### src/sv/bir_pkg.sv
// Shared types, widths and register codes of the bilinear image resampler.
`default_nettype none
package bir_pkg;

    localparam int DIM_W   = 7;
    localparam int COORD_W = 6;
    localparam int IDX_W   = 12;
    localparam int CH_W    = 8;
    localparam int PIX_W   = 3 * CH_W;
    localparam int APB_AW  = 4;
    localparam int APB_DW  = 32;

    typedef enum logic [1:0] {
        REG_SRC_WIDTH  = 2'd0,
        REG_SRC_HEIGHT = 2'd1,
        REG_DST_WIDTH  = 2'd2,
        REG_DST_HEIGHT = 2'd3
    } t_reg_idx;

    typedef enum logic {
        REQ_LOAD  = 1'b0,
        REQ_QUERY = 1'b1
    } t_req_type;

    // Keeps the low seven bits of a written value and saturates to the maximum size.
    function automatic logic [DIM_W-1:0] sat_dim(input logic [APB_DW-1:0] value,
                                                 input int max_dim);
        logic [DIM_W-1:0] low;
        low = value[DIM_W-1:0];
        if (32'(low) > 32'(max_dim)) begin
            return DIM_W'(max_dim);
        end
        return low;
    endfunction

endpackage
`default_nettype wire

### src/sv/bir_scale_div.sv
// Restoring divider that forms both axis scale factors (src << FRAC_BITS) / dst.
`default_nettype none
module bir_scale_div #(
    parameter int FRAC_BITS = 8
) (
    input  wire logic                          i_clk,
    input  wire logic                          i_rst_n,
    input  wire logic                          i_start,
    input  wire logic [bir_pkg::DIM_W-1:0]     i_src_w,
    input  wire logic [bir_pkg::DIM_W-1:0]     i_src_h,
    input  wire logic [bir_pkg::DIM_W-1:0]     i_dst_w,
    input  wire logic [bir_pkg::DIM_W-1:0]     i_dst_h,
    output logic                               o_busy,
    output logic [bir_pkg::DIM_W+FRAC_BITS-1:0] o_scale_x,
    output logic [bir_pkg::DIM_W+FRAC_BITS-1:0] o_scale_y
);
    localparam int DW = bir_pkg::DIM_W;
    localparam int QW = DW + FRAC_BITS;
    localparam int CW = $clog2(QW);

    logic          r_busy;
    logic          r_phase;
    logic [CW-1:0] r_cnt;
    logic [QW-1:0] r_num;
    logic [DW-1:0] r_rem;
    logic [QW-1:0] r_quo;
    logic [QW-1:0] r_scale_x;
    logic [QW-1:0] r_scale_y;

    logic [DW:0]   rem_sh;
    logic [DW-1:0] den;
    logic          ge;
    logic [DW:0]   rem_sub;
    logic [QW-1:0] n_quo;

    always_comb begin
        den     = r_phase ? i_dst_h : i_dst_w;
        rem_sh  = {r_rem, r_num[QW-1]};
        ge      = rem_sh >= {1'b0, den};
        rem_sub = rem_sh - {1'b0, den};
        n_quo   = {r_quo[QW-2:0], ge};
    end

    always_ff @(posedge i_clk) begin
        if (!i_rst_n) begin
            r_busy  <= 1'b0;
            r_phase <= 1'b0;
            r_cnt   <= '0;
        end else if (i_start) begin
            r_busy  <= 1'b1;
            r_phase <= 1'b0;
            r_cnt   <= '0;
            r_num   <= {i_src_w, {FRAC_BITS{1'b0}}};
            r_rem   <= '0;
        end else if (r_busy) begin
            r_rem <= ge ? rem_sub[DW-1:0] : rem_sh[DW-1:0];
            r_quo <= n_quo;
            r_num <= {r_num[QW-2:0], 1'b0};
            r_cnt <= r_cnt + 1'b1;
            if (r_cnt == CW'(QW - 1)) begin
                r_cnt <= '0;
                r_rem <= '0;
                if (!r_phase) begin
                    // Width quotient done; start the height quotient.
                    r_scale_x <= n_quo;
                    r_phase   <= 1'b1;
                    r_num     <= {i_src_h, {FRAC_BITS{1'b0}}};
                end else begin
                    r_scale_y <= n_quo;
                    r_busy    <= 1'b0;
                    r_phase   <= 1'b0;
                end
            end
        end
    end

    assign o_busy    = r_busy;
    assign o_scale_x = r_scale_x;
    assign o_scale_y = r_scale_y;

    property p_busy_after_start;
        @(posedge i_clk) disable iff (!i_rst_n) i_start |=> r_busy && !r_phase;
    endproperty
    a_busy_after_start: assert property (p_busy_after_start)
        else $error("divider did not start on request");

    property p_phase_only_busy;
        @(posedge i_clk) disable iff (!i_rst_n) r_phase |-> r_busy || $past(r_busy);
    endproperty
    a_phase_only_busy: assert property (p_phase_only_busy)
        else $error("divider height phase outside a division");

    property p_done_from_height;
        @(posedge i_clk) disable iff (!i_rst_n) $fell(r_busy) |-> $past(r_phase);
    endproperty
    a_done_from_height: assert property (p_done_from_height)
        else $error("divider finished before the height quotient");
endmodule
`default_nettype wire

### config.mk
export PLATFORM = sky130hd
export DESIGN_NAME = bir_scale_div
export DESIGN_NICKNAME = d
export VERILOG_FILES = /design/src/sv/bir_pkg.sv /design/src/sv/bir_scale_div.sv
export SDC_FILE = /design/constraint.sdc
export NUM_CORES = 1
export LEC_CHECK = 0
export BUFFER_PORTS_ARGS = -buffer_cell sky130_fd_sc_hd__buf_2
export CORE_AREA = 2 2 63 89
export CTS_BUF_LIST = sky130_fd_sc_hd__clkbuf_4 sky130_fd_sc_hd__clkbuf_8
export DETAILED_ROUTE_END_ITERATION = 16
export DIE_AREA = 0 0 65 91
export HOLD_SLACK_MARGIN = 0.06
export PLACE_DENSITY = 0.9
export SLEW_MARGIN = 15
export SYNTH_ARGS = -nofsm -noshare
export SYNTH_HDL_FRONTEND = slang
export SYNTH_SLANG_ARGS = --single-unit
export TNS_END_PERCENT = 50
### constraint.sdc
create_clock -name i_clk -period 3.8 [get_ports i_clk]
set_input_delay 0.19 -clock i_clk [delete_from_list [all_inputs] [get_ports i_clk]]
set_output_delay 0.19 -clock i_clk [all_outputs]
set_load 0.02 [all_outputs]
======== After elaboration in Yosys (flattened, before gate mapping) ========
Index checks and enable logic that the tools add are counted.
word-level totals
  flip-flop bits (word level) ............. 72
  input bits .............................. 31
  output and inout bits ................... 31
  word-level logic and storage cells ...... 36
operators by class
  $add $sub $neg .......................... 2
  order comparisons ....................... 1
  eq/ne operators ......................... 1
  muxes and demuxes ....................... 13
  bitwise logic cells ..................... 3
  reductions and logical operators ........ 7
operators with widths
  kind                   number
  $mux W15               4
  $mux W7                4
  $reduce_and A5 Y1      2
  $ge A8 B7 Y1           1
  $sub A7 B7 Y7          1
  $add A4 B1 Y4 const B  1
  $eq A4 B4 Y1 const B   1
  $mux W1                4
  $mux W4                1
  $reduce_and A2 Y1      2
  $not A1 Y1             3
  $reduce_and A3 Y1      1
  $reduce_bool A2 Y1     1
  $reduce_or A2 Y1       1

======== Depth between registers and ports, before layout ========
Gate-level depths: netlist (run 1).
  depth after elaboration ................. 5
  depth in mapped cells ................... 9

======== Worst setup path before layout (run 1) ========
OpenSTA, ideal clock, no wires.
  path kind ............................... reg2reg
  start ................................... reg r_phase
  end ..................................... reg r_rem[5], data pin
  setup time .............................. 0.146 ns
  data arrival time ....................... 2.418 ns
  data required time ...................... 3.654 ns
  setup slack ............................. 1.236 ns
  stages on the path, launching flop included .. 10
  buffers on the path ..................... 1
  period minus slack after synthesis ...... 2.564 ns
  cells stage by stage .................... dfxtp_1 -> buf_2 -> mux2_2 -> ha_1 -> fa_1 -> nand2b_2 -> o2bb2ai_2 -> a31o_4 -> a22o_1 -> a21oi_1
between the ends
  longest elaborated chain between the ends .. 5
  elaborated cells on any way between the ends .. 6
  those cells by class .................... add/sub (1); order compare (1); mux (4)
RTL lines
  item                                                  RTL line                                  text
  start: declaration                                    bir_scale_div.sv:22                       logic r_phase;
  start signal: assignment                              bir_scale_div.sv:47                       r_phase <= 1'b0;
  start signal: assignment                              bir_scale_div.sv:51                       r_phase <= 1'b0;
  start signal: assignment                              bir_scale_div.sv:66                       r_phase <= 1'b1;
  $mux W7 *                                             bir_scale_div.sv:37                       den = r_phase ? i_dst_h : i_dst_w;
  $sub A7 B7 Y7 / $ge A8 B7 Y1 (equally long branches)  bir_scale_div.sv:40, bir_scale_div.sv:39
  $mux W7 *                                             bir_scale_div.sv:56                       r_rem <= ge ? rem_sub[DW-1:0] : rem_sh[DW-1:0];
  $mux W7 *                                             bir_scale_div.sv:60                       if (r_cnt == CW'(QW - 1)) begin
  $mux W7 *                                             bir_scale_div.sv:55                       end else if (r_busy) begin
  end signal: assignment                                bir_scale_div.sv:56
  end: declaration                                      bir_scale_div.sv:25                       logic [DW-1:0] r_rem;
Mark *: on every way between the ends. The rest lies on a longest branch, timed or not. The select of a mux whose other input is x is not followed.
A chain may end at the register's enable or synchronous reset.

======== Worst setup path in the final report (run 1) ========
  start ................................... reg r_phase
  end ..................................... reg r_rem[1], data pin
The elaborated chain is that of the path after synthesis.

==> metrics.txt, run 1 <==
status=completed; prevailing post-synth register cell=edfxtp_1; Max Freq=347 MHz; fraction of final layout cells sized beyond drive strength 1=32.4%; maximum number of pins on one net before global-route repair=20; launch instance of the worst register-to-register path=r_phase; worst-case clock buffer depth=2; Post CTS Setup Buffer Count=0; Clock Tree Root=clkbuf_8; CP arrival=3.03 ns; commonest cells after routing, fill and taps aside=buf_2 (61), edfxtp_1 (58), mux2i_1 (14); Leakage=1.20 nW; kind of critical path=reg2reg; gr ovfl total=0; worst slew slack as a fraction of its limit=52.2%; clk sinks=64; hold violation count in the final report=0; Placed Cells=312; die outline area=5920 µm²; post-detailed-route via-to-cell ratio=5.37; post-CTS sizing=0; number of maximum-capacitance constraint violations=0; WL per Instance=13.9 µm; antenna diode instance count=0; Hold/Removal Path Class=in2reg; antenna viol nets, final=0; slack of the worst reg-to-reg path=0.92 ns; required time reported for the critical path endpoint=3.95 ns; CTS clock-pin slew for the worst setup and hold paths=0.07 ns; startpoint types=flop; worst-case clock skew=0.00617 ns; total count of max-transition violations in the final report=0; TritonRoute pass-1 iters=4; starting density of the core=53.4%; HPWL after detailed placement=3.38 mm; setup violators final=0; std cell rows=31; net count of the mapped netlist=229; Worst Max-Slew Pin Slew=0.717 ns; final core occ=64.1%; number of synthesized flops with an enable pin=58; core area=5080 µm²; horizontal die dimension=65 µm; global-route wire length before repair=7.54 mm; total standard cell area after synthesis=2720 µm²; Post-Synthesis Cells=190; crit path time final=2.88 ns; final worst-path cycle share=75.8%; Worst Hold Slack=0.123 ns; post-detailed-routing wire length=4.54 mm; clock latency reported for the late side of the worst-skew pair=0.33 ns; total via count in the routed design=1761; input/output buffers=61; count of boundary I/O pins=62; Layout fillers=375; post-synthesis average cell area=14.3 µm²; number of register bits inferred by synthesis=64; sequential area share after synthesis=68.6%; TritonCTS clock tree=yes; fraction of registers with async set/reset=0%; DRC viols=0; number of H-tree levels=3; placed cell area=3080 µm²; maximum fanout encountered on the critical timing path=11; final std cells w/o fill=328; clock buffer count from CTS=9; Yosys warnings=0; unrepaired setup endpoints after global routing=false; post-synth cell types=40; reg-to-reg critical path endpoint=r_rem[1]; total global routing track utilization=17.1%; Iteration-0 DRC Markers=87; most common library cell in the layout ignoring fill and taps=buf_2; via count of the first global-routing pass=1677; IR drop worst, VDD=0.288 mV; number of cell instances on the worst register-to-register path=8; # nets final=296; Hold Buf Count CTS=0; final weighted congestion in routability-driven placement=0.811; P per Cell Area=446 nW/µm²; antenna violations before repair=0; Worst setup startpoint=r_phase; Die H=91 µm; Worst Setup End Kind=flop; critical path capture point=r_rem[1]; TNS Setup=0 ns; Final Cell Area=3260 µm²; Layout Area Growth over Synthesis=20.0%
how the worst min path moves through the flow:
stage | from | end | depth (start not counted)
after floorplan | i_rst_n | r_cnt[0] | 2
after global placement | r_quo[13] | o_scale_x[14] | 0
after detailed placement | r_quo[13] | o_scale_y[14] | 0
after CTS | i_rst_n | r_cnt[0] | 3
after global routing | i_src_w[2] | r_num[10] | 3
final | i_rst_n | r_cnt[0] | 3
routing by layer:
metal / part of all wire, % / vias up / global-route usage, %
met5: 0 / - / 0
met2: 51 / 79 / 28.1
li1: - / 856 / -
met4: 1.9 / 0 / 7.45
met1: 40 / 816 / 20.2
met3: 6.8 / 10 / 5.45
report_power, final:
group | total, mW | switching, mW | internal, mW
clock network | 0.507 | 0.253 | 0.255
registers | 0.798 | 0.0122 | 0.786
logic | 0.150 | 0.0826 | 0.0673
total | 1.46 | 0.347 | 1.11
cell usage after synthesis (3+ instances only):
master | number | share of area [%]
a21oi_1 | 10 | 1.8
dfxtp_1 | 6 | 4.4
edfxtp_1 | 58 | 64
ha_1 | 7 | 3.2
inv_1 | 6 | 0.83
mux2i_1 | 14 | 5.2
nand2_1 | 12 | 1.7
nand3_1 | 6 | 1.1
nor2_1 | 8 | 1.1
nor2b_1 | 4 | 0.92
nor3_1 | 6 | 1.1
o21a_1 | 4 | 1.1
o21ai_0 | 13 | 2.4
xor2_1 | 3 | 0.97
sequential cells by signal, indices dropped and copies added, names as in the netlist:
register / flops
o_scale_y: 15
r_num: 7
o_busy: 1
r_quo: 14
r_cnt: 4
r_phase: 1
o_scale_x: 15
r_rem: 7
stage by stage:
step	setup slack (ns)	total power, mW
CTS	0.934	1.46
global route	0.716	1.52
finish	0.919	1.46
floorplan	1.24	0.919
global placement	1.07	0.956
detailed placement	0.968	0.962
cell families (layout without fill, tap and decap cells):
logic type	Yosys count	after routing	share of synthesized area (%)
compound gates	39	39	9.45
flops	64	64	68.6
fa+ha+maj	8	8	3.96
simple gates	48	48	9.08
mux	15	15	5.58
buf+inv	11	83	1.75
xor+xnor	5	5	1.61
cell type report:
class | instances | area, µm² | share of cell area (%)
Multi-Input combinational cell | 115 | 806 | 24.7
Clock inverter | 6 | 43.8 | 1.34
Inverter | 6 | 22.5 | 0.691
Clock buffer | 10 | 138 | 4.22
Tap cell | 66 | 82.6 | 2.53
Timing Repair Buffer | 61 | 305 | 9.37
Sequential cell | 64 | 1860 | 57.1
critical path, cell delays in order, from the launching register on:
cell and delay, ns:
dfxtp_1 0.70, mux2_2 0.41, ha_1 0.21, fa_1 0.40, nand2b_2 0.21, o2bb2ai_2 0.15, a31oi_1 0.30, nor3_1 0.11
a211oi_1 0.21
Power figures use the tool's default switching activity.
==> run 2: changes to the inputs <==
Clock period 3.8 ns to 2.9 ns, I/O delays scaled along.
==> run 2 against run 1 <==
  * First-iteration DRC count grew 41%
  * Global-route usage is 1.3 points higher
  * Die area unchanged
  * Flip-flop and latch count did not move
  * Fmax grew 15%
==> metrics.txt, run 2 (synthesis gave the netlist of run 1 again) <==
status=completed; Layout Area Growth over Synthesis=20.9%; clock latency reported for the late side of the worst-skew pair=0.34 ns (about the same); startpoint types=flop; input/output buffers=61 (unchanged); number of H-tree levels=3 (unchanged); gr ovfl total=0 (unchanged); Die H=91 µm (unchanged); core area=5080 µm² (unchanged); CP arrival=2.68 ns (-0.35 ns); commonest cells after routing, fill and taps aside=buf_2 (61), edfxtp_1 (58), mux2i_1 (14); most common library cell in the layout ignoring fill and taps=buf_2; Max Freq=399 MHz (+15%); antenna violations before repair=0 (unchanged); final worst-path cycle share=86.5% (+11 points); CTS clock-pin slew for the worst setup and hold paths=0.07 ns (about the same); hold violation count in the final report=0 (unchanged); P per Cell Area=577 nW/µm² (+29%); Hold/Removal Path Class=in2reg; HPWL after detailed placement=3.61 mm (+6.8%); antenna viol nets, final=0 (unchanged); total via count in the routed design=1794 (+1.9%); fraction of final layout cells sized beyond drive strength 1=33.1% (+0.64 points); TritonRoute pass-1 iters=4 (unchanged); TritonCTS clock tree=yes; Worst Max-Slew Pin Slew=0.723 ns (+0.00547 ns); TNS Setup=0 ns (unchanged); clk sinks=64 (unchanged); maximum fanout encountered on the critical timing path=5 (-6); unrepaired setup endpoints after global routing=false; required time reported for the critical path endpoint=3.08 ns (-0.87 ns); Clock Tree Root=clkbuf_8; number of instances on the worst hold path=3 (unchanged); clock buffer count from CTS=9 (unchanged); setup ws final=0.393 ns (-0.526 ns); number of maximum-capacitance constraint violations=0 (unchanged); number of cell instances on the worst register-to-register path=8 (unchanged); launch instance of the worst register-to-register path=r_phase; Min-Delay Startpoint=i_src_w[5]; worst slew slack as a fraction of its limit=51.8% (-0.36 points); post-detailed-route via-to-cell ratio=5.40 (+0.65%); setup violators final=0 (unchanged); count of boundary I/O pins=62 (unchanged); Iteration-0 DRC Markers=123 (+41%); post-detailed-routing wire length=4.85 mm (+6.7%); maximum number of pins on one net before global-route repair=20 (unchanged); final weighted congestion in routability-driven placement=0.834 (+2.8%); starting density of the core=53.4% (unchanged); Leakage=1.23 nW (+2.1%); worst-case clock buffer depth=2 (unchanged); worst setup slack before clock tree synthesis=0.412 ns (-0.556 ns); Worst Setup End Kind=flop; crit path time final=2.51 ns (-0.374 ns); post-CTS sizing=0 (unchanged); horizontal die dimension=65 µm (unchanged); DRC viols=0 (unchanged); die outline area=5920 µm² (unchanged); global-route wire length before repair=7.92 mm (+5.0%); worst-case clock skew=0.00857 ns (+0.00241 ns); via count of the first global-routing pass=1764 (+5.2%); worst hold path endpoint=r_num[13]; total count of max-transition violations in the final report=0 (unchanged); kind of critical path=reg2reg; total global routing track utilization=18.3% (+1.3 points); reg-to-reg critical path endpoint=r_rem[2]; slack of the worst reg-to-reg path=0.39 ns (-0.53 ns); IR drop worst, VDD=0.282 mV (-2.2%); final core occ=64.6% (+0.44 points); # nets final=300 (+1.4%); WL per Instance=14.6 µm (+5.4%); antenna diode instance count=0 (unchanged); std cell rows=31 (unchanged)
run 2: cell types whose count changed in the layout (fill, tap and decap cells not counted), sizes merged:
cell / change
clkinvlp: -2
clkbuf: -1
clkinv: +3
dlygate4sd3: +1
buf: +3
run 2: per-layer routing:
layer / up-vias / share of wire, % / track usage [%]
met5: - / 0 / 0
met4: 0 / 2.5 / 8.51
met3: 11 / 6.8 / 6.32
met2: 75 / 51 / 30.5
met1: 845 / 39 / 20.9
li1: 863 / - / -
run 2: what timing repair did:
action / 4_1_cts / 5_1_grt
hold buffers: 1 / 0
setup buffers: 0 / 0
hold endpoints to repair: 1 / 0
run 2: worst max-delay path by stage:
stage                     cells past startpoint        to  startpoint  slack (ns)
after floorplan                               9  r_rem[5]     r_phase        0.34
after global placement                        8  r_rem[5]     r_phase        0.55
after detailed placement                      8  r_rem[4]     r_phase        0.41
after CTS                                     8  r_rem[4]     r_phase        0.40
after global routing                          9  r_rem[2]     r_phase        0.18
final                                         8  r_rem[2]     r_phase        0.39
run 2: critical path, cell delays in order (launching register included):
cell and delay [ns]:
dfxtp_1 0.36, mux2_2 0.35, ha_1 0.21, fa_1 0.40
nand2b_2 0.21, o2bb2ai_2 0.14, a31oi_1 0.33, o21ai_0 0.15
a21oi_1 0.19
run 2: cell type report:
type	instances	area (µm²)
Clock inverter	7	47.5
Inverter	6	22.5
Multi-Input combinational cell	115	806
Tap cell	66	82.6
Timing Repair Buffer	65	338
Clock buffer	9	124
Fill cell	385	1800
Sequential cell	64	1860
run 2: stage by stage:
step / instance area, µm² / cells / total power, mW / hold slack [ns]
floorplan: 2720 / 190 / 1.20 / 0.259
global placement: 3100 / 315 / 1.25 / 0.410
finish: 3280 / 332 / 1.89 / 0.0798
CTS: 3280 / 332 / 1.90 / 0.0696
detailed placement: 3100 / 315 / 1.26 / 0.421
global route: 3280 / 332 / 1.99 / 0.0846
run 2: where the power goes:
group / switching, mW / internal (mW)
combinational: 0.111 / 0.0896
sequential: 0.0163 / 1.03
clock: 0.339 / 0.309
total: 0.466 / 1.43
